<file path="config.mk">
export PLATFORM = sky130hd
export DESIGN_NAME = icp_cell
export DESIGN_NICKNAME = d
export VERILOG_FILES = /design/src/hw/rtl/icp_pkg.sv /design/src/hw/rtl/icp_cell.sv
export SDC_FILE = /design/constraint.sdc
export NUM_CORES = 1
export LEC_CHECK = 0
export BUFFER_PORTS_ARGS = -buffer_cell sky130_fd_sc_hd__buf_2
export CAP_MARGIN = 20
export CORE_AREA = 2 2 85 87
export DETAILED_ROUTE_END_ITERATION = 16
export DIE_AREA = 0 0 87 89
export GPL_ROUTABILITY_DRIVEN = 0
export PLACE_DENSITY_LB_ADDON = 0.1
export RECOVER_POWER = 100
export SLEW_MARGIN = 25
export SYNTH_ARGS = -nofsm -noshare
export SYNTH_HDL_FRONTEND = slang
export SYNTH_SLANG_ARGS = --single-unit
</file>
<file path="constraint.sdc">
create_clock -name clk_i -period 3.79 [get_ports clk_i]
set_input_delay 0 -clock clk_i [delete_from_list [all_inputs] [get_ports clk_i]]
set_output_delay 0 -clock clk_i [all_outputs]
set_load 0.02 [all_outputs]
</file>
<file path="src/hw/rtl/icp_pkg.sv">
// Shared types and constants for the inversion count and parity block.
package icp_pkg;

  localparam int unsigned MAX_ITEMS = 1024;
  localparam int unsigned VALUE_W   = 32;
  localparam int unsigned COUNT_W   = 19;
  localparam int unsigned CNT_W     = (MAX_ITEMS > 2) ? $clog2(MAX_ITEMS) : 1;
  localparam int unsigned ITEM_W    = $clog2(MAX_ITEMS + 1);

  typedef struct packed {
    logic signed [VALUE_W-1:0] value;
    logic                      last_item;
  } inv_in_t;

  typedef struct packed {
    logic [COUNT_W-1:0] inversion_count;
    logic               odd_parity;
    logic               overflow;
  } inv_out_t;

  // Token that walks down the cell chain, one cell per cycle.
  typedef struct packed {
    logic                      valid;
    logic                      active;
    logic                      placed;
    logic                      last;
    logic signed [VALUE_W-1:0] key;
    logic [CNT_W-1:0]          cnt;
  } icp_tok_t;

endpackage

</file>
<file path="src/hw/rtl/icp_cell.sv">
// One compare cell: holds a stored value and counts it against passing tokens.
module icp_cell (
  input  logic             clk_i,
  input  logic             rst_ni,
  input  logic             clear_i,
  input  icp_pkg::icp_tok_t tok_i,
  output icp_pkg::icp_tok_t tok_o
);

  logic                               occ_q, occ_d;
  logic signed [icp_pkg::VALUE_W-1:0] value_q, value_d;
  icp_pkg::icp_tok_t                  tok_q, tok_d;

  always_comb begin
    tok_d   = tok_i;
    occ_d   = occ_q;
    value_d = value_q;
    if (tok_i.valid && tok_i.active) begin
      if (occ_q) begin
        if ($signed(value_q) > $signed(tok_i.key)) begin
          tok_d.cnt = tok_i.cnt + icp_pkg::CNT_W'(1);
        end
      end else if (!tok_i.placed) begin
        // first free cell keeps the key
        occ_d        = 1'b1;
        value_d      = tok_i.key;
        tok_d.placed = 1'b1;
      end
    end
    if (clear_i) begin
      occ_d = 1'b0;
    end
  end

  always_ff @(posedge clk_i or negedge rst_ni) begin
    if (!rst_ni) begin
      occ_q <= 1'b0;
      tok_q <= '0;
    end else begin
      occ_q <= occ_d;
      tok_q <= tok_d;
    end
  end

  always_ff @(posedge clk_i) begin
    value_q <= value_d;
  end

  assign tok_o = tok_q;

endmodule

</file>
# Yosys cells after proc, flatten, opt, wreduce, memory -nomap -nowiden
# Index checks and enable logic that the tools add are counted.
# op_classes
bitwise	2
n_lt_le_gt_ge	1
n_addsub	1
n_reduce_logical	3
muxes	9
# ops
op	n
32-bit > comparator	1
10-bit 2-to-1 mux	3
10-bit by 1-bit adder with 10-bit output, second input constant	1
1-bit 2-to-1 mux	6
3-bit AND reduction	1
1-bit inverter	2
2-bit nonzero test	1
1-bit logical AND	1
# word_totals
regBits	79
output_inout_bits	46
word_cells	24
in_bits	49

# Depth between registers and ports, before layout
# Gate-level depths: netlist of the first run.
# depth
depth_word	4
mapped_depth	9
depth_no_buf	9

# Least setup slack after synthesis of the first run
# Ideal clock, no wire load.
# synth_path
kind	register to register
from	register occ_q
to	register value_q[0] in the netlist's numbering, enable pin
period_less_slack_ps	3099
arrival_time_ps	2638
t_required_ps	3329
stages_incl_launch_ff	2
slack_ps	691
n_path_buf	0
setup_ps	461
path_cell_list	dfrtp_1 -> nor3_1
# synth_between
elab_chain_len	2
# synth_lines
item	line_no	source
from (decl)	icp_cell.sv:10	logic occ_q, occ_d;
from (signal assigned)	icp_cell.sv:37	occ_q <= 1'b0;
from (signal assigned)	icp_cell.sv:40	occ_q <= occ_d;
1-bit inverter (no source line)	--	
3-bit AND reduction (no source line)	--	
to (signal assigned)	icp_cell.sv:46	value_q <= value_d;
to (decl)	icp_cell.sv:11	logic signed [icp_pkg::VALUE_W-1:0] value_q, value_d;
# Every way passes these cells.
# A chain may end at the register's enable or synchronous reset.

==> results of run 1 <==
[routing by layer]
layer	vias to the layer above	wire, um	GRT usage
li1	1160	-	-
met1	1114	2950	0.235
met2	66	3250	0.293
met3	5	297	0.0443
met4	0	78	0.0767
met5	-	0	0
[power by group through the flow]
stage	Combinational, mW	Sequential, mW	Clock [mW]
floorplan	0.0669	0.990	0
CTS	0.234	0.937	0.640
global placement	0.191	0.954	0
finish	0.216	0.938	0.625
detailed placement	0.195	0.955	0
global route	0.241	0.942	0.673
[layout make-up]
class,instances,area (sq um),area share
timing repair buffer,144,863,0.194
clock inverter,4,43.8,0.00986
clock buffer,12,155,0.0349
inverter,32,120,0.0270
tap,80,100,0.0225
sequential,79,2140,0.481
multi-input combinational,127,1020,0.230
[cell usage after synthesis (3+ instances only)]
| cell | number | area share |
|---|---|---|
| dfrtp_1 | 47 | 0.36 |
| nand3_1 | 9 | 0.014 |
| nor3_1 | 3 | 0.0045 |
| nor2_1 | 5 | 0.0057 |
| ha_1 | 33 | 0.12 |
| a21oi_1 | 13 | 0.020 |
| mux2i_1 | 3 | 0.0091 |
| a21o_1 | 4 | 0.0091 |
| xor2_1 | 8 | 0.021 |
| inv_1 | 32 | 0.036 |
| nand4_1 | 7 | 0.013 |
| nand2_1 | 11 | 0.012 |
| edfxtp_1 | 32 | 0.29 |
[flip-flops by register name (all words and copies together) (netlist names)]
signal and cells:
tok_o 46, value_q 32, occ_q 1
[per-stage QoR]
stage	util	setup slack (ns)	area (sq um)	instances	total power, mW
4_1_cts	0.682	1.06	4580	478	1.81
5_1_grt	0.661	0.688	4440	478	1.86
6_report	0.661	0.901	4440	478	1.78
2_1_floorplan	-	0.691	3310	238	1.06
3_3_place_gp	0.579	1.09	3890	413	1.15
3_5_place_dp	0.579	1.07	3890	413	1.15
[logic make-up (layout without fill, tap and decap cells)]
| group | after synthesis | after routing | synth area share |
|---|---|---|---|
| DFF | 79 | 79 | 0.646 |
| and+or+nand+nor | 49 | 49 | 0.0859 |
| adders and majority gates | 33 | 33 | 0.125 |
| AOI/OAI and AO/OA | 32 | 32 | 0.0692 |
| buffers and inverters | 32 | 192 | 0.0363 |
| xor gates and xnor gates | 9 | 9 | 0.0238 |
| muxes | 4 | 4 | 0.0136 |
[critical path: stages]
cell and delay, ns:
dlygate4sd3_1 0.52, clkbuf_1 0.14, inv_1 0.06, ha_1 0.39, nand4_1 0.16, or4_1 0.56, or2_0 0.26, o221ai_1 0.29
o211ai_1 0.28, nand2_4 0.13, mux2_1 0.32
[final timing paths]
kind                              from         to  slack [ns]
min in group asynchronous       rst_ni  tok_o[20]        0.99
max reg2reg                value_q[31]   tok_o[1]        0.91
min reg2reg                      occ_q  tok_o[43]        0.51
max in group asynchronous       rst_ni   tok_o[6]        1.37
max                          tok_i[41]   tok_o[1]        0.90
min                          tok_i[42]  tok_o[42]        0.30
[what timing repair did]
item                      CTS  global route
hold endpoints to repair  126             0
hold buffers               49             0
gates resized for setup     0             0
==> impl_metrics.toml, run 1 <==
[setup_path]
required_ns = 4.02
crit_path_end_kind = "register"
r2r_cells = 8
cp_max_fo = 7
worstSetupPathType = "in2reg"
start_kind = "input port"
worstPathArrival_ns = 3.12

[detailed_routing]
wl_um = 6580
drt-wirelength-per-cell_um = 13.8
drc = 0
routed_via_density = 4.91
firstDrtPassIters = 4
dr_total_vias = 2345
final_antenna_net_count = 0
initialDrtViolationCount = 83

[sta]
max_freq_mhz = 346
fin_crit_ns = 2.89
slew_headroom = -0.691
finalSetupTns_ns = 0
hold-worst-slack_ns = 0.303
setup_viol = 0
rsz0062_at_grt = "no"
fin_worst_skew_ns = 0.00670
fin_crit_sh = 0.762
worst_pin_slew_ns = 2.54
maxSlewViolCount = 81
final_hold_viol_count = 0

[pwr]
p_switching_mw = 0.424
peakVddDrop_mv = 0.255
clockPowerShare = 0.351
swShare = 0.238
p_comb_frac = 0.121
power_density_mw_per_mm2 = 401
p_int_mw = 1.35
p_leak_nw = 1.95
seqPwrFrac = 0.528

[floorplanning]
die_area_sq_mm = 0.00774
rows = 30
die_w_um = 87
core-area_sq_mm = 0.00672
dieHeight_um = 89
ios = 95
start_util = 0.492

[synth]
yosysSeqAreaShare = 0.646
synth_flop_cell = "dfrtp_1"
synth_nets = 320
avgSynthCellArea_sq_um = 13.9
synthArstFlopShare = 0.595
ys_ff_latch = 79
syn_inst = 238
netlist_area_sq_mm = 0.00331
yosys_warnings = 0
synth.distinct_cells = 39
synth_edf_count = 32

[clock_tree]
clockBufferDepth = 2
htree_num_levels = 3
clkSinkCount = 79
clockRootBuffer = "clkbuf_8"
cts.reportedPaths.clkPinSlew_ns = 0.07
clock_latency_ns = 0.34
numCtsBuffers = 9
cts_tree = "done"
cts_setup_buffers = 0

[flow_run]
drv_cap = 2

[worst_hold_path]
hp-class = "in2reg"
min_path_cells = 2

[global_routing]
grt_first_pass_wirelength_um = 10600
antenna_found_initial = 0
gr-usage-all-layers = 0.181
gr-total-overflow = 0
grt_start_max_net_pins = 48
grt_pass1_vias = 2307

[cells_and_area]
nets = 475
drive_gt1_frac = 0.0804
layout_commonest_cell = "clkbuf_1"
fillers = 544
mostFrequentLayoutCells = "83 x clkbuf_1, 49 x dlygate4sd3_1, 47 x dfrtp_1"
n_antenna_cell = 0
syn_to_final_growth_pct = 34.3

[placement]
place_hpwl_um = 4370
portBuffers = 94

[run_status]
violations = "max-capacitance violations, max-slew violations"
status = "finished with violations"
(Power assumes the default switching activity.)
==> inputs of run 2 (changes only) <==
--- a/config.mk
+++ b/config.mk
@@ -5,11 +5,12 @@
 export SDC_FILE = /design/constraint.sdc
 export NUM_CORES = 1
 export LEC_CHECK = 0
+export ABC_AREA = 1
 export BUFFER_PORTS_ARGS = -buffer_cell sky130_fd_sc_hd__buf_2
 export CAP_MARGIN = 20
-export CORE_AREA = 2 2 85 87
+export CORE_AREA = 2 2 86 88
 export DETAILED_ROUTE_END_ITERATION = 16
-export DIE_AREA = 0 0 87 89
+export DIE_AREA = 0 0 88 90
 export GPL_ROUTABILITY_DRIVEN = 0
 export PLACE_DENSITY_LB_ADDON = 0.1
 export RECOVER_POWER = 100
==> constraint.sdc (replaced) <==
create_clock -name clk_i -period 2.7 [get_ports clk_i]
set_input_delay 0 -clock clk_i [delete_from_list [all_inputs] [get_ports clk_i]]
set_output_delay 0 -clock clk_i [all_outputs]
set_load 0.02 [all_outputs]
==> run 2 against run 1 <==
The run now ends clean. Clock power rose by 32%. Non-clock buffer count rose by 1. Area after synthesis rose by 2.0%. Clock-buffer cell count rose by 1. Combinational power rose by 51%. Critical path depth rose by 2. Sequential cell count did not move. Core utilization fell by 1.1 points. Clock skew fell by 0.0010 ns. Final area rose by 2.8%. Synthesized cell count rose by 26%. Die area rose by 2.3%.
==> impl_metrics.toml, run 2 <==
[run_status]
status = "completed"

[clock_tree]
cts_setup_buffers = 0
clkSinkCount = 79
cts.reportedPaths.clkPinSlew_ns = 0.08
cts_tree = "done"
clockBufferDepth = 2
htree_num_levels = 3
clock_latency_ns = 0.34
clockRootBuffer = "clkbuf_8"
numCtsBuffers = 9
cts.repair.resized = 0

[sta]
rsz0062_at_grt = "no"
final_hold_viol_count = 0
fin_ws_ns = 0.257
maxSlewViolCount = 0
fin_crit_ns = 2.44
slew_headroom = 0.204
hold-worst-slack_ns = 0.311
fin_worst_skew_ns = 0.00568
setup_viol = 0
worst_pin_slew_ns = 1.19
fin_crit_sh = 0.905
finalSetupTns_ns = 0
max_freq_mhz = 409

[worst_hold_path]
min_path_cells = 2
hp-class = "in2reg"

[global_routing]
antenna_found_initial = 0
grt_first_pass_wirelength_um = 11400
grt_pass1_vias = 2547
gr-total-overflow = 0
gr-usage-all-layers = 0.189
grt_start_max_net_pins = 48

[setup_path]
slowest_delay_ns = 0.55
cp_max_fo = 8
start_kind = "register"
r2r_cells = 13
worstPathArrival_ns = 2.67
critical_path.most_common_cell = "nand2_1"
crit_path_end_kind = "register"
required_ns = 2.93
worstSetupPathType = "reg2reg"
crit_chain = "ha_1 > nand2_1 > nor2_2 > nand2_1 > nor2_2 > nand2_2 > nand2_1 > nand2_1 > nand2_4 > nand2_2 > nand2_1 > nand2_1 > dlygate4sd3_1"
critical-path-slowest-cell = "dlygate4sd3_1"

[cells_and_area]
drive_gt1_frac = 0.0803
largest_reg_flops = 46
final_area_sq_mm = 0.00456
layout_commonest_cell = "clkbuf_1"
mostFrequentLayoutCells = "84 x clkbuf_1, 63 x nand2_1, 58 x inv_1"
n_antenna_cell = 0
stdcell_count = 560
fillers = 604
utilization = 0.650
nets = 538
syn_to_final_growth_pct = 35.3

[floorplanning]
rows = 31
ios = 95
core-area_sq_mm = 0.00702
start_util = 0.481
dieHeight_um = 90
die_area_sq_mm = 0.00792
die_w_um = 88

[placement]
portBuffers = 94
place_area_sq_mm = 0.00399
place_inst = 494
place_hpwl_um = 4430
post-place-ws_ns = 0.747

[detailed_routing]
final_antenna_net_count = 0
dr_total_vias = 2493
routed_via_density = 4.45
firstDrtPassIters = 4
initialDrtViolationCount = 85
wl_um = 6710
drc = 0
drt-wirelength-per-cell_um = 12.0

[pwr]
p_leak_nw = 2.13
power_density_mw_per_mm2 = 541
peakVddDrop_mv = 0.322
totalPowerFinal_mw = 2.47

[synth]
yosysSeqAreaShare = 0.633
avgSynthCellArea_sq_um = 11.2
synth_top_area_cell = "dfrtp_1"
syn_inst = 300
synthArstFlopShare = 0.595
ys_ff_latch = 79
synth.distinct_cells = 21
netlist_area_sq_mm = 0.00337
synth_nets = 382
synth_flop_cell = "dfrtp_1"
yosysMostFrequentCell = "nand2_1"
synth_edf_count = 32
synth_commonest_cells = "63 x nand2_1, 57 x inv_1, 47 x dfrtp_1, 33 x ha_1, 32 x edfxtp_1"
yosys_warnings = 0
synth_area_leaders = "dfrtp_1 35%, edfxtp_1 28%, ha_1 12%"
netlist.area_leader.share = 0.349

[flow_run]
drv_cap = 0
[run 2: path summary, 6_finish.rpt]
check / endpoint / slack, ns / start
worst min register to register: tok_o[43] / 0.61 / occ_q
worst max-delay path: tok_o[1] / 0.26 / value_q[31]
min in group asynchronous: tok_o[14] / 0.44 / rst_ni
worst min-delay path: tok_o[42] / 0.31 / tok_i[42]
max in group asynchronous: tok_o[41] / 1.55 / rst_ni
worst max register to register: tok_o[1] / 0.26 / value_q[31]
[run 2: power by group]
group          switching [mW]  leakage [nW]  total [mW]  internal (mW)
clock network           0.395        0.0916       0.824          0.429
logic                   0.196          1.20       0.326          0.130
registers              0.0147         0.842        1.32           1.30
[run 2: logic make-up after synthesis]
family	Yosys count	share of synthesized area
flops	79	0.633
xor+xnor	2	0.00519
simple gates	106	0.139
fa+ha+maj	33	0.122
compound gates	22	0.0360
buf+inv	58	0.0645
[run 2: area by class of cell]
type / instances / area, sq um / share of cell area
Timing Repair Buffer: 145 / 876 / 0.192
Inverter: 58 / 218 / 0.0477
Multi-Input combinational cell: 163 / 1030 / 0.225
Tap cell: 99 / 124 / 0.0271
Clock buffer: 13 / 139 / 0.0304
Sequential cell: 79 / 2140 / 0.468
Clock inverter: 3 / 43.8 / 0.00959
[run 2: what timing repair did]
action / 4_1_cts / 5_1_grt
hold endpoints to repair: 126 / 0
endpoints found under the setup margin: 0 / 0
hold buffers: 50 / 0
[run 2: routing by layer]
metal  up-vias  global-route usage  routed length (um)
li1       1284                   -                   -
met1      1112               0.234                3030
met2        90               0.309                3170
met3         7              0.0634                 427
met4         0              0.0577                  82
met5         -                   0                   0
[run 2: worst max-delay path, delay by kind of cell, from the launching register on]
| kind | cells | cell delay (ns) |
|---|---|---|
| buffers and inverters | 1 | 0.55 |
| DFF | 1 | 0.39 |
| adders and majority gates | 1 | 0.38 |
| and+or+nand+nor | 11 | 1.02 |
